$ cat src/rtl/deq_pkg.sv
package deq_pkg;

	// Store geometry.
	localparam int DEPTH = 16;
	localparam int WIDTH = 32;
	localparam int AW = (DEPTH > 1) ? $clog2(DEPTH) : 1;
	localparam int CW = $clog2(DEPTH + 1);
	// Width of a head plus offset sum, wide enough for a 4-bit position too.
	localparam int SW = ((AW > 4) ? AW : 4) + 1;

	typedef logic [WIDTH-1:0] word_t;
	typedef logic [AW-1:0] addr_t;
	typedef logic [CW-1:0] cnt_t;

	typedef enum logic [1:0] {
		OP_PUSH_FRONT = 2'd0,
		OP_PUSH_BACK  = 2'd1,
		OP_READ       = 2'd2,
		OP_NONE       = 2'd3
	} op_t;

	typedef enum logic [1:0] {
		ST_OK    = 2'd0,
		ST_FULL  = 2'd1,
		ST_RANGE = 2'd2
	} status_t;

	// Physical slot of a logical offset from the head. The offset stays below
	// twice the depth wherever the result is used, so one subtract suffices.
	function automatic addr_t ring_addr(addr_t head, logic [SW-1:0] offs);
		logic [SW-1:0] sum;
		sum = SW'(head) + offs;
		if (sum >= SW'(DEPTH)) begin
			sum = sum - SW'(DEPTH);
		end
		return AW'(sum);
	endfunction

endpackage

$ cat src/rtl/deq_ram.sv
module deq_ram #(
	parameter int DEPTH = 16,
	parameter int WIDTH = 32,
	parameter int AW = (DEPTH > 1) ? $clog2(DEPTH) : 1
) (
	input  logic             clk,
	input  logic             we,
	input  logic [AW-1:0]    waddr,
	input  logic [WIDTH-1:0] wdata,
	input  logic             re,
	input  logic [AW-1:0]    raddr,
	output logic [WIDTH-1:0] rdata
);

	logic [WIDTH-1:0] mem [DEPTH];

	// One write port and one registered read port.
	always_ff @(posedge clk) begin
		if (we) begin
			mem[waddr] <= wdata;
		end
		if (re) begin
			rdata <= mem[raddr];
		end
	end

endmodule

$ cat src/rtl/indexed_double_ended_queue_unit.sv
// Double-ended queue of 32-bit words with indexed reads, held in a 16-entry
// ring memory with a head pointer. Each input beat pushes at the front, pushes
// at the back, or reads the element at a position counted from the front; each
// yields one output beat with the read word, the front and back words, the
// count, an empty flag and a status (push into a full queue is dropped, a read
// past the count is out of range). A beat is accepted every cycle while the
// output side takes results: an item passes through the stage that waits on
// the synchronous memory read, then sits in the output register. The memory's
// single read port serves indexed reads; front and back words are kept in
// registers.
module indexed_double_ended_queue_unit
	import deq_pkg::*;
(
	input  logic        clk,
	input  logic        arst_n,
	input  logic        in_valid,
	output logic        in_stall,
	input  logic [1:0]  op,
	input  logic [31:0] value,
	input  logic [3:0]  position,
	output logic        out_valid,
	input  logic        out_stall,
	output logic [31:0] read_data,
	output logic [31:0] front_word,
	output logic [31:0] back_word,
	output logic [4:0]  count,
	output logic        is_empty,
	output logic [1:0]  status
);

	// Architectural state.
	addr_t head_q;
	cnt_t  cnt_q;
	word_t front_q;
	word_t back_q;

	// Stage waiting on the memory read.
	logic    valid_s1;
	word_t   front_s1;
	word_t   back_s1;
	cnt_t    cnt_s1;
	status_t status_s1;
	logic    hit_s1;

	// Output register.
	logic        out_valid_q;
	logic [31:0] read_data_q;
	logic [31:0] front_q_out_q;
	logic [31:0] back_q_out_q;
	logic [4:0]  count_q;
	logic        is_empty_q;
	logic [1:0]  status_q;

	logic    accept;
	logic    s1_move;
	logic    out_free;
	op_t     op_in;
	word_t   val_in;
	logic    full;
	logic    do_push;
	logic    mem_we;
	addr_t   mem_waddr;
	logic    mem_re;
	addr_t   mem_raddr;
	word_t   mem_rdata;
	addr_t   head_nxt;
	cnt_t    cnt_nxt;
	word_t   front_nxt;
	word_t   back_nxt;
	status_t status_nxt;
	logic    hit_nxt;

	// Handshake between input, memory stage and output register.
	assign out_free = !out_valid_q || !out_stall;
	assign s1_move  = valid_s1 && out_free;
	assign in_stall = valid_s1 && !s1_move;
	assign accept   = in_valid && !in_stall;

	assign op_in  = op_t'(op);
	assign val_in = WIDTH'(value);
	assign full   = (cnt_q >= CW'(DEPTH));

	// Next state, memory access and status for the incoming beat.
	always_comb begin
		do_push    = 1'b0;
		mem_waddr  = head_q;
		head_nxt   = head_q;
		cnt_nxt    = cnt_q;
		front_nxt  = front_q;
		back_nxt   = back_q;
		status_nxt = ST_OK;
		hit_nxt    = 1'b0;
		unique case (op_in)
			OP_PUSH_FRONT: begin
				if (full) begin
					status_nxt = ST_FULL;
				end else begin
					do_push   = 1'b1;
					head_nxt  = (head_q == '0) ? AW'(DEPTH - 1) : head_q - AW'(1);
					mem_waddr = head_nxt;
					cnt_nxt   = cnt_q + CW'(1);
					front_nxt = val_in;
					if (cnt_q == '0) begin
						back_nxt = val_in;
					end
				end
			end
			OP_PUSH_BACK: begin
				if (full) begin
					status_nxt = ST_FULL;
				end else begin
					do_push   = 1'b1;
					mem_waddr = ring_addr(head_q, SW'(cnt_q));
					cnt_nxt   = cnt_q + CW'(1);
					back_nxt  = val_in;
					if (cnt_q == '0) begin
						front_nxt = val_in;
					end
				end
			end
			OP_READ: begin
				if (SW'(position) >= SW'(cnt_q)) begin
					status_nxt = ST_RANGE;
				end else begin
					hit_nxt = 1'b1;
				end
			end
			OP_NONE: begin
			end
			default: begin
			end
		endcase
	end

	assign mem_we    = accept && do_push;
	assign mem_re    = accept && (op_in == OP_READ);
	assign mem_raddr = ring_addr(head_q, SW'(position));

	deq_ram #(
		.DEPTH(DEPTH),
		.WIDTH(WIDTH),
		.AW   (AW)
	) u_ram (
		.clk  (clk),
		.we   (mem_we),
		.waddr(mem_waddr),
		.wdata(val_in),
		.re   (mem_re),
		.raddr(mem_raddr),
		.rdata(mem_rdata)
	);

	// Control state.
	always_ff @(posedge clk or negedge arst_n) begin
		if (!arst_n) begin
			head_q      <= '0;
			cnt_q       <= '0;
			valid_s1    <= 1'b0;
			out_valid_q <= 1'b0;
		end else begin
			if (accept) begin
				head_q <= head_nxt;
				cnt_q  <= cnt_nxt;
			end
			if (accept) begin
				valid_s1 <= 1'b1;
			end else if (s1_move) begin
				valid_s1 <= 1'b0;
			end
			if (s1_move) begin
				out_valid_q <= 1'b1;
			end else if (out_free) begin
				out_valid_q <= 1'b0;
			end
		end
	end

	// Front and back words, plus the payload of the memory stage.
	always_ff @(posedge clk) begin
		if (accept) begin
			front_q   <= front_nxt;
			back_q    <= back_nxt;
			front_s1  <= front_nxt;
			back_s1   <= back_nxt;
			cnt_s1    <= cnt_nxt;
			status_s1 <= status_nxt;
			hit_s1    <= hit_nxt;
		end
	end

	// Output register; words read as zero when the queue is empty.
	always_ff @(posedge clk) begin
		if (s1_move) begin
			read_data_q   <= hit_s1 ? 32'(mem_rdata) : '0;
			front_q_out_q <= (cnt_s1 == '0) ? '0 : 32'(front_s1);
			back_q_out_q  <= (cnt_s1 == '0) ? '0 : 32'(back_s1);
			count_q       <= 5'(cnt_s1);
			is_empty_q    <= (cnt_s1 == '0);
			status_q      <= status_s1;
		end
	end

	assign out_valid  = out_valid_q;
	assign read_data  = read_data_q;
	assign front_word = front_q_out_q;
	assign back_word  = back_q_out_q;
	assign count      = count_q;
	assign is_empty   = is_empty_q;
	assign status     = status_q;

endmodule

$ cat config.mk
export PLATFORM = sky130hd
export DESIGN_NAME = indexed_double_ended_queue_unit
export DESIGN_NICKNAME = d
export VERILOG_FILES = /design/src/rtl/deq_pkg.sv /design/src/rtl/deq_ram.sv /design/src/rtl/indexed_double_ended_queue_unit.sv
export SDC_FILE = /design/constraint.sdc
export NUM_CORES = 1
export LEC_CHECK = 0
export BUFFER_PORTS_ARGS = -buffer_cell sky130_fd_sc_hd__buf_2
export CAP_MARGIN = 10
export CELL_PAD_IN_SITES_DETAIL_PLACEMENT = 0
export CELL_PAD_IN_SITES_GLOBAL_PLACEMENT = 2
export CORE_MARGIN = 4
export CORE_UTILIZATION = 43
export DETAILED_ROUTE_END_ITERATION = 12
export PLACE_DENSITY_LB_ADDON = 0.12
export RECOVER_POWER = 25
export SKIP_CTS_REPAIR_TIMING = 1
export SLEW_MARGIN = 10
export SYNTH_ARGS = -nofsm -noshare
export SYNTH_HDL_FRONTEND = slang
export SYNTH_HIERARCHICAL = 1
export SYNTH_SLANG_ARGS = --single-unit
$ cat constraint.sdc
create_clock -name clk -period 8 [get_ports clk]
set_input_delay 0.8 -clock clk [delete_from_list [all_inputs] [get_ports clk]]
set_output_delay 0.8 -clock clk [all_outputs]
set_load 0.005 [all_outputs]
After elaboration in Yosys (flattened, before gate mapping):

Memories as Yosys holds them, arrays and structs flattened. A register that Yosys moved wholly into a read port is not among the register bits.
Cells that the tools add are included.

* RAM bits: 512
* output and inout bits: 106
* register bits: 187
* memories: 1
* logic and storage cells: 78
* input port bits: 42

* add/subtract/negate cells: 6
* reductions and logical operators: 21
* $lt $le $gt $ge: 4
* equality and inequality tests: 6
* muxes and demuxes: 25

Memories
* u_ram.mem: words 16, width 32, read ports 1, clocked after memory_dff 1, wr ports 1, line deq_ram.sv:15 `logic [WIDTH-1:0] mem [DEPTH];`

Operators with widths (count)
* one-hot mux 32 bit (2 select lines): 2
* 2-to-1 mux 32 bit: 3
* 2-to-1 mux 4 bit: 5
* greater-or-equal comparator 5 bit, second input constant: 3
* subtractor 4 x 1 -> 4 bit, second input constant: 3
* zero test 5 bit: 2
* 2-to-1 mux 1 bit: 10
* 2-to-1 mux 5 bit: 2
* AND reduction 5 bit: 2
* inequality test 2 bit, second input constant: 4
* one-hot mux 4 bit (2 select lines): 1
* nonzero test 2 bit: 3
* adder 4 x 4 -> 5 bit: 1
* adder 4 x 5 -> 5 bit: 1
* adder 5 x 1 -> 5 bit, second input constant: 1
* greater-or-equal comparator 4 x 5 -> 1 bit: 1
* logical AND 1 bit: 5
* zero test 1 bit: 4
* zero test 4 bit: 1
* one-hot mux 2 bit (2 select lines): 1
* == test 2 x 1 -> 1 bit, second input constant: 1
* == test 2 bit, second input constant: 1
* zero test 2 bit: 1
* 2-to-1 mux 2 bit: 1
* other kinds (3): 3

Depth between registers and ports, before layout:

Gate-level depths: netlist of run 1.

* word-level depth: 10
* mapped depth: 9
* depth with buffers taken out: 9

Cells and area by module:

Netlist of run 1, hierarchy kept.

By module, submodules not included
* deq_ram: area each 20155.6 µm², cells an instance 838, instances 1, sequential area each 16335.7 µm²
* indexed_double_ended_queue_unit: area each 6996.7 µm², cells an instance 408, instances 1, sequential area each 5560.3 µm²

Worst setup path after synthesis of run 1:

No wires, ideal clock.

* kind: input port to flip-flop
* start point: in out_stall
* end point: reg back_q_out_q[0] (netlist: back_word[0]), enable pin
* arrival: 8.299 ns
* path slack: -1.025 ns
* buffers on the path: 0
* stages: 1
* library setup time: 0.726 ns
* required time: 7.274 ns
* cells stage by stage: a21boi_0

* cells in the longest elaborated chain, start to end: 3

Ends and longest elaborated chain
* from (decl): line indexed_double_ended_queue_unit.sv:22 `input logic out_stall,`
* zero test 1 bit: line indexed_double_ended_queue_unit.sv:74 `assign out_free = !out_valid_q || !out_stall;`
* logical OR 1 bit: line indexed_double_ended_queue_unit.sv:74
* logical AND 1 bit: line indexed_double_ended_queue_unit.sv:75 `assign s1_move = valid_s1 && out_free;`
* to (signal assigned): line indexed_double_ended_queue_unit.sv:196 `back_q_out_q <= (cnt_s1 == '0) ? '0 : 32'(back_s1);`
* to (decl): line indexed_double_ended_queue_unit.sv:49 `logic [31:0] back_q_out_q;`

Every way passes these cells.
A chain may end at the register's enable or synchronous reset.

Worst setup path after layout of run 1:

* start point: reg head_q[1]
* end point: mem u_ram.mem[4][11], enable pin

* cells in the longest elaborated chain, start to end: 5

Ends and longest elaborated chain
* from (decl): line indexed_double_ended_queue_unit.sv:32 `addr_t head_q;`
* from (signal assigned): line indexed_double_ended_queue_unit.sv:162 `head_q <= head_nxt;`
* adder 4 x 5 -> 5 bit: line deq_pkg.sv:32 `sum = SW'(head) + offs;`
* subtractor 4 x 1 -> 4 bit / greater-or-equal comparator 5 bit (equally long branches): line deq_pkg.sv:34, deq_pkg.sv:33
* 2-to-1 mux 4 bit: line deq_pkg.sv:33 `if (sum >= SW'(DEPTH)) begin`
* 2-to-1 mux 4 bit: line indexed_double_ended_queue_unit.sv:109 `if (full) begin`
* one-hot mux 4 bit (2 select lines) (*): line indexed_double_ended_queue_unit.sv:93 `unique case (op_in)`
* via mem_waddr[3]: line indexed_double_ended_queue_unit.sv:62 `addr_t mem_waddr;`
* to (decl): line deq_ram.sv:15

The timed path passes the listed nets; every way through them passes the cells marked *.

==> results of run 1 <==
==> Yosys cell counts <==
cell type	number	area (um^2)
nand2b_1	7	43.8
nand3_1	4	20.0
o211ai_1	2	15.0
a22oi_1	65	488
o21a_1	1	7.51
and2_1	33	206
a21boi_0	1	7.51
or3_1	1	6.26
buf_4	15	113
or4_1	1	7.51
clkbuf_1	22	82.6
buf_1	11	41.3
xor2_1	2	17.5
xnor2_1	10	87.6
nor3_1	6	30.0
a22o_1	1	8.76
or3b_2	1	8.76
fa_1	2	40.0
inv_1	14	52.6
nand2_1	46	173
nor2b_1	68	425
nor2_1	25	93.8
o21bai_1	1	7.51
mux4_2	128	2880
mux2_2	2	22.5
nand3b_1	2	15.0
a21o_1	5	37.5
buf_2	9	45.0
mux2i_1	2	20.0
dfrtp_1	11	275
o21ba_2	1	10.0
o21ai_0	6	30.0
a31o_2	1	8.76
a21oi_1	6	30.0
edfxtp_1	720	21600
a41oi_1	1	8.76
ha_1	13	163
==> state kept, by name, summed over array words and instances (netlist names), 4 cells and up <==
signal       count
front_word      32
u_ram/rdata     32
cnt_s1           5
cnt_q            5
u_ram/mem      512
count            5
head_q           4
back_s1         32
read_data       32
front_s1        32
back_word       32
==> cell families after synthesis <==
family                   after synthesis
XOR/XNOR                              12
buffers and inverters                 71
adder cells (fa/ha/maj)               15
AO/OA/AOI/OAI                         91
flip-flops                           731
AND/OR/NAND/NOR                      194
multiplexers                         132
==> path summary, 6_finish.rpt <==
check	from	endpoint	slack [ns]	cells after the start
hold / removal	arst_n	cnt_q[4]	0.21	1
hold reg to reg	status_s1[0]	status[0]	0.43	0
min in group clk	in_valid	valid_s1	0.40	2
max in group asynchronous	arst_n	head_q[1]	7.34	1
setup reg to reg	head_q[1]	u_ram/mem[4][11]	4.13	10
setup / recovery	head_q[1]	u_ram/mem[4][11]	4.13	10
==> layout make-up <==
class	instances	area, um^2
flip-flops and latches	731	21900
fillers	4977	30500
inverters	14	55.1
multi-input cells	444	5110
clock inverters	47	455
clock buffers	91	2060
repair buffers	174	931
well taps	837	1050
==> power by group <==
part | total [mW] | leakage (nW) | internal (mW) | switching [mW]
sequential | 4.71 | 6.71 | 4.61 | 0.0939
clock | 3.54 | 1.24 | 2.10 | 1.43
combinational | 2.92 | 2.44 | 1.22 | 1.70
==> worst register-to-register path, delay by kind of cell (launching register included) <==
family / cells / cell delay [ns]
simple gates: 3 / 1.43
compound gates: 4 / 0.58
fa+ha+maj: 1 / 0.28
buf+inv: 2 / 0.76
flops: 1 / 0.45
==> metal layers <==
layer | vias up | routed length, um | global-route usage, %
met3 | 81 | 2530 | 3.09
li1 | 5464 | - | -
met2 | 269 | 28900 | 28.9
met4 | 0 | 995 | 3.84
met1 | 6638 | 24900 | 24.1
met5 | - | 0 | 0
==> stage by stage <==
stage / instances / total power [mW] / util, %
final: 2338 / 11.2 / 50.9
after global routing: 2338 / 11.7 / 50.9
after CTS: 2337 / 11.3 / 50.9
after detailed placement: 2199 / 7.76 / 46.8
after global placement: 2199 / 7.76 / 46.8
after floorplan: 1246 / 6.83 / -
==> metrics.txt, run 1 <==
max-cap violations=0; RSZ-0062 raised after global routing=false; FF+latch count, synth=731; grt total ovfl=0; Final Max Slew Viols=0; y dimension of the die=259 um; # DRC=0; RePlAce Congestion=0.743; Mapped Area=27200 um^2; Sink Count=731; clk slew on worst S/H paths=0.07 ns; die width=259 um; antenna viol nets, final=0; worst-path cell chain=inv_1, ha_1, o21bai_1, a21oi_1, a41oi_1, a22oi_1, nand3_1, nand3b_1, nor3_2, buf_4; simple-gate share of the synthesized area=3.79%; leakage=10.4 nW; core area=62100 um^2; highest-count cells in the layout ignoring fill and taps=edfxtp_1, mux4_2, buf_2, clkbuf_16, nor2b_1; hold_ws=0.208 ns; adder-cell share of the synthesized area=0.747%; Worst Max-Slew Pin Slew=1.21 ns; critical path launch point type=flop; XOR/XNOR share of the synthesized area=0.387%; CP max-delay cell=nor3_2; WL per Instance=24.5 um; Synth Area in Compound Gates=2.43%; CTS Root Cell=clkbuf_16; maximum clock rate=0.259 GHz; row count=91; vias in the first global route=13200; ANT cells=0; CTS tree=done; global-route wire length before repair=86.4 mm; Clock Path Buffers=3; vias per inst=5.33; Hold Path Class=in -> async; cell area after layout=31600 um^2; number of port buffers=147; cts bufs inserted=78; Worst-Skew Late Latency=0.61 ns; number of buffer and inverter stages on the critical path=2; via count=12500; Power per Cell Area=354 nW/um^2; commonest non-fill, non-tap cell in the layout=edfxtp_1; drt pass-1 iters=5; Starting Density=43.8%; Slew Limit Headroom=19.5%; kind of cell adding the most delay to the critical path=simple AND/OR/NAND/NOR gates; Avg Cell Area, Syn=21.8 um^2; share of cells above drive strength 1=28.0%; largest family of logic cells by synthesized area=multiplexers; setup_tns=0 ns; pin count of the biggest net entering global routing=114; CP Data Arrival Time=4.11 ns; CP required=8.24 ns; setup violators final=0; outcome=finished, final reports clean; post-route worst setup slack=4.13 ns; Worst Clk Skew=0.0138 ns; dpl cell area=29100 um^2; CP endpoint kind=flop; Mapped Cells=1246; worst-path fanout max=24; DPL Wire Length=31.0 mm; fin crit period=3.87 ns; Placement Setup Slack=3.82 ns; initial antenna violation count=0; Synthesized Nets=1303; initial drt markers=983; GRT Total Usage=17.3%; Crit path largest cell delay=0.78 ns; Final nets=1500; count of final hold-check violations=0; die area=67200 um^2; Seq/Total Area, Yosys=80.6%; Area growth, synth to finish=16.2%; Synth warnings=6; mux cell area share after synthesis=10.8%; peak supply drop=0.411 mV; Total Routed Length=57.4 mm; kind of critical path=reg -> reg; Ports=148; Cell variety after synth=37; number of H-tree levels=3; post-route clock period utilization=48.4%
Power figures use the tool's default switching activity.
==> inputs of run 2 (changes only) <==
ABC_AREA = 1   (was not set)
CORE_UTILIZATION = 42   (was 43)
clock period = 4 ns   (was 8 ns; I/O delays follow)
==> run 2 against run 1 <==
Synthesized cell count rose by 110%. Final area rose by 9.8%. Setup slack worse by 3.4 ns. Critical endpoint is now u_ram/mem[3][29]. Highest routed layer unchanged.
==> metrics.txt, run 2 <==
Final nets=2884 (+92%); worst-path fanout max=13 (-46%); share of cells above drive strength 1=10.9% (-17 points); placed cell count=3693 (+68%); Sink Count=731 (unchanged); Avg Cell Area, Syn=11.4 um^2 (-48%); setup_tns=0 ns (unchanged); Post-Layout Cell Count=3840 (+64%); share of the synthesized area in the top cell type=71.3% (-8.4 points); Worst Clk Skew=0.0181 ns (+0.00434 ns); CP Data Arrival Time=3.57 ns (-0.54 ns); initial drt markers=1298 (+32%); core area=71500 um^2 (+15%); dpl cell area=32200 um^2 (+11%); DPL Wire Length=44.7 mm (+44%); CTS tree=done; max-cap violations=0 (unchanged); setup violators final=0 (unchanged); CTS Root Cell=clkbuf_16; cell area after layout=34700 um^2 (+9.8%); Mapped Cells=2665 (+110%); antenna viol nets, final=0 (unchanged); Ports=148 (unchanged); kind of cell adding the most delay to the critical path=simple AND/OR/NAND/NOR gates; CP max-delay cell=nor2_4; fraction of registers with async set/reset=1.50% (unchanged); leakage=14.8 nW (+42%); global-route wire length before repair=117 mm (+36%); reg2reg setup slack=0.74 ns (-3.39 ns); WL per Instance=20.1 um (-18%); row count=98 (+7.7%); y dimension of the die=277 um (+6.7%); hold_ws=0.0174 ns (-0.191 ns); Worst Max-Slew Pin Slew=1.04 ns (-0.163 ns); vias in the first global route=18800 (+42%); GRT Total Usage=20.1% (+2.8 points); outcome=finished, final reports clean; number of H-tree levels=3 (unchanged); Synth warnings=6 (unchanged); fin crit period=3.26 ns (-0.606 ns); die width=277 um (+6.7%); commonest non-fill, non-tap cell in the layout=nand2_1; Slew Limit Headroom=30.5% (+11 points); Post-synth EDFFs=720 (unchanged); max FFs per register=512 (unchanged); Mapped Area=30300 um^2 (+12%); Seq/Total Area, Yosys=72.2% (-8.5 points); vias per inst=4.82 (-9.4%); highest-count cells in the layout ignoring fill and taps=nand2_1, edfxtp_1, inv_1, nand3_1, buf_2; RePlAce Congestion=0.776 (+4.4%); top cells by instance count after synthesis=nand2_1, edfxtp_1, inv_1, nand3_1, buf_2; RSZ-0062 raised after global routing=false; Cell variety after synth=34 (-8.1%); Final Max Slew Viols=0 (unchanged); clk slew on worst S/H paths=0.06 ns (about the same); worst-path cell chain=ha_1, inv_1, fa_1, o21ai_0, nand2_1, o211ai_1, nand3_1, nor2_4, buf_4; Clock Path Buffers=3 (unchanged); CP endpoint kind=flop; die area=76600 um^2 (+14%); kind of critical path=reg -> reg; Total Power=24.3 mW (+120%); largest area contributor in the netlist=edfxtp_1; most instantiated library cell after synthesis=nand2_1; via count=18500 (+49%); Worst-Skew Late Latency=0.61 ns (about the same); number of port buffers=147 (unchanged); count of final hold-check violations=0 (unchanged); Synthesized Nets=2722 (+110%); Hold Path Class=in -> reg; Starting Density=42.4% (-1.3 points); critical path launch point type=flop; Crit path largest cell delay=0.57 ns (-0.21 ns); maximum clock rate=0.307 GHz (+19%); pin count of the biggest net entering global routing=111 (-2.6%); # DRC=0 (unchanged); most flop-heavy register=u_ram/mem; drt pass-1 iters=5 (unchanged); Power per Cell Area=701 nW/um^2 (+98%); number of buffer and inverter stages on the critical path=2 (unchanged); Area growth, synth to finish=14.3%; Post-synth top flop=edfxtp_1; FF+latch count, synth=731 (unchanged); Total Routed Length=77.3 mm (+35%); initial antenna violation count=0 (unchanged); cts bufs inserted=81 (+3.8%); synth top area cells=edfxtp_1, nand2_1, nand3_1; grt total ovfl=0 (unchanged); CP required=4.30 ns (-3.94 ns); peak supply drop=0.615 mV (+49%); post-route clock period utilization=81.6% (+33 points)
## run 2: per-layer routing
metal	routed length (um)	track usage (%)	part of all wire [%]
met5	0	0	0
met4	1870	5.88	2.4
met3	3120	2.74	4.0
met2	38300	34.8	50
met1	34000	26.7	44
## run 2: cell families after synthesis
group           synth area share, %
flops                          72.2
xor+xnor                      0.202
simple gates                   17.3
buf+inv                        9.10
fa+ha+maj                     0.668
compound gates                0.557
## run 2: final cells by class
class | instances | area [um^2]
antenna | 1 | 2.50
clock inverter | 43 | 337
timing repair buffer | 196 | 1270
clock buffer | 102 | 2150
tap | 950 | 1190
multi-input combinational | 1301 | 5860
inverter | 516 | 1950
sequential | 731 | 21900
fill | 6471 | 36800
## run 2: worst paths after layout
path / cells after the start / endpoint / start
worst max-delay path: 9 / u_ram/mem[3][29] / cnt_q[0]
worst min-delay path: 3 / out_valid / out_stall
worst max register to register: 9 / u_ram/mem[3][29] / cnt_q[0]
min in group asynchronous: 2 / cnt_q[4] / arst_n
max in group asynchronous: 2 / out_valid / arst_n
worst min register to register: 0 / status[0] / status_s1[0]
## run 2: worst register-to-register path, delay by kind of cell, from the launching register on
family                   cells  cell delay, ns
buffers and inverters        2            0.37
AND/OR/NAND/NOR              3            1.06
flip-flops                   1            0.47
AO/OA/AOI/OAI                2            0.40
adder cells (fa/ha/maj)      2            0.65
## run 2: report_power, final
group | internal (mW) | switching, mW | total [mW]
clock network | 4.07 | 2.99 | 7.05
registers | 9.26 | 0.192 | 9.46
logic | 2.20 | 5.57 | 7.77
## run 2: per-stage QoR
stage                     utilization (%)  worst slack (ns)
final                                48.5             0.738
after global routing                 48.5             0.543
after CTS                            48.5             0.732
after detailed placement             45.0             0.725
after global placement               45.0             0.707
after floorplan                         -             0.359
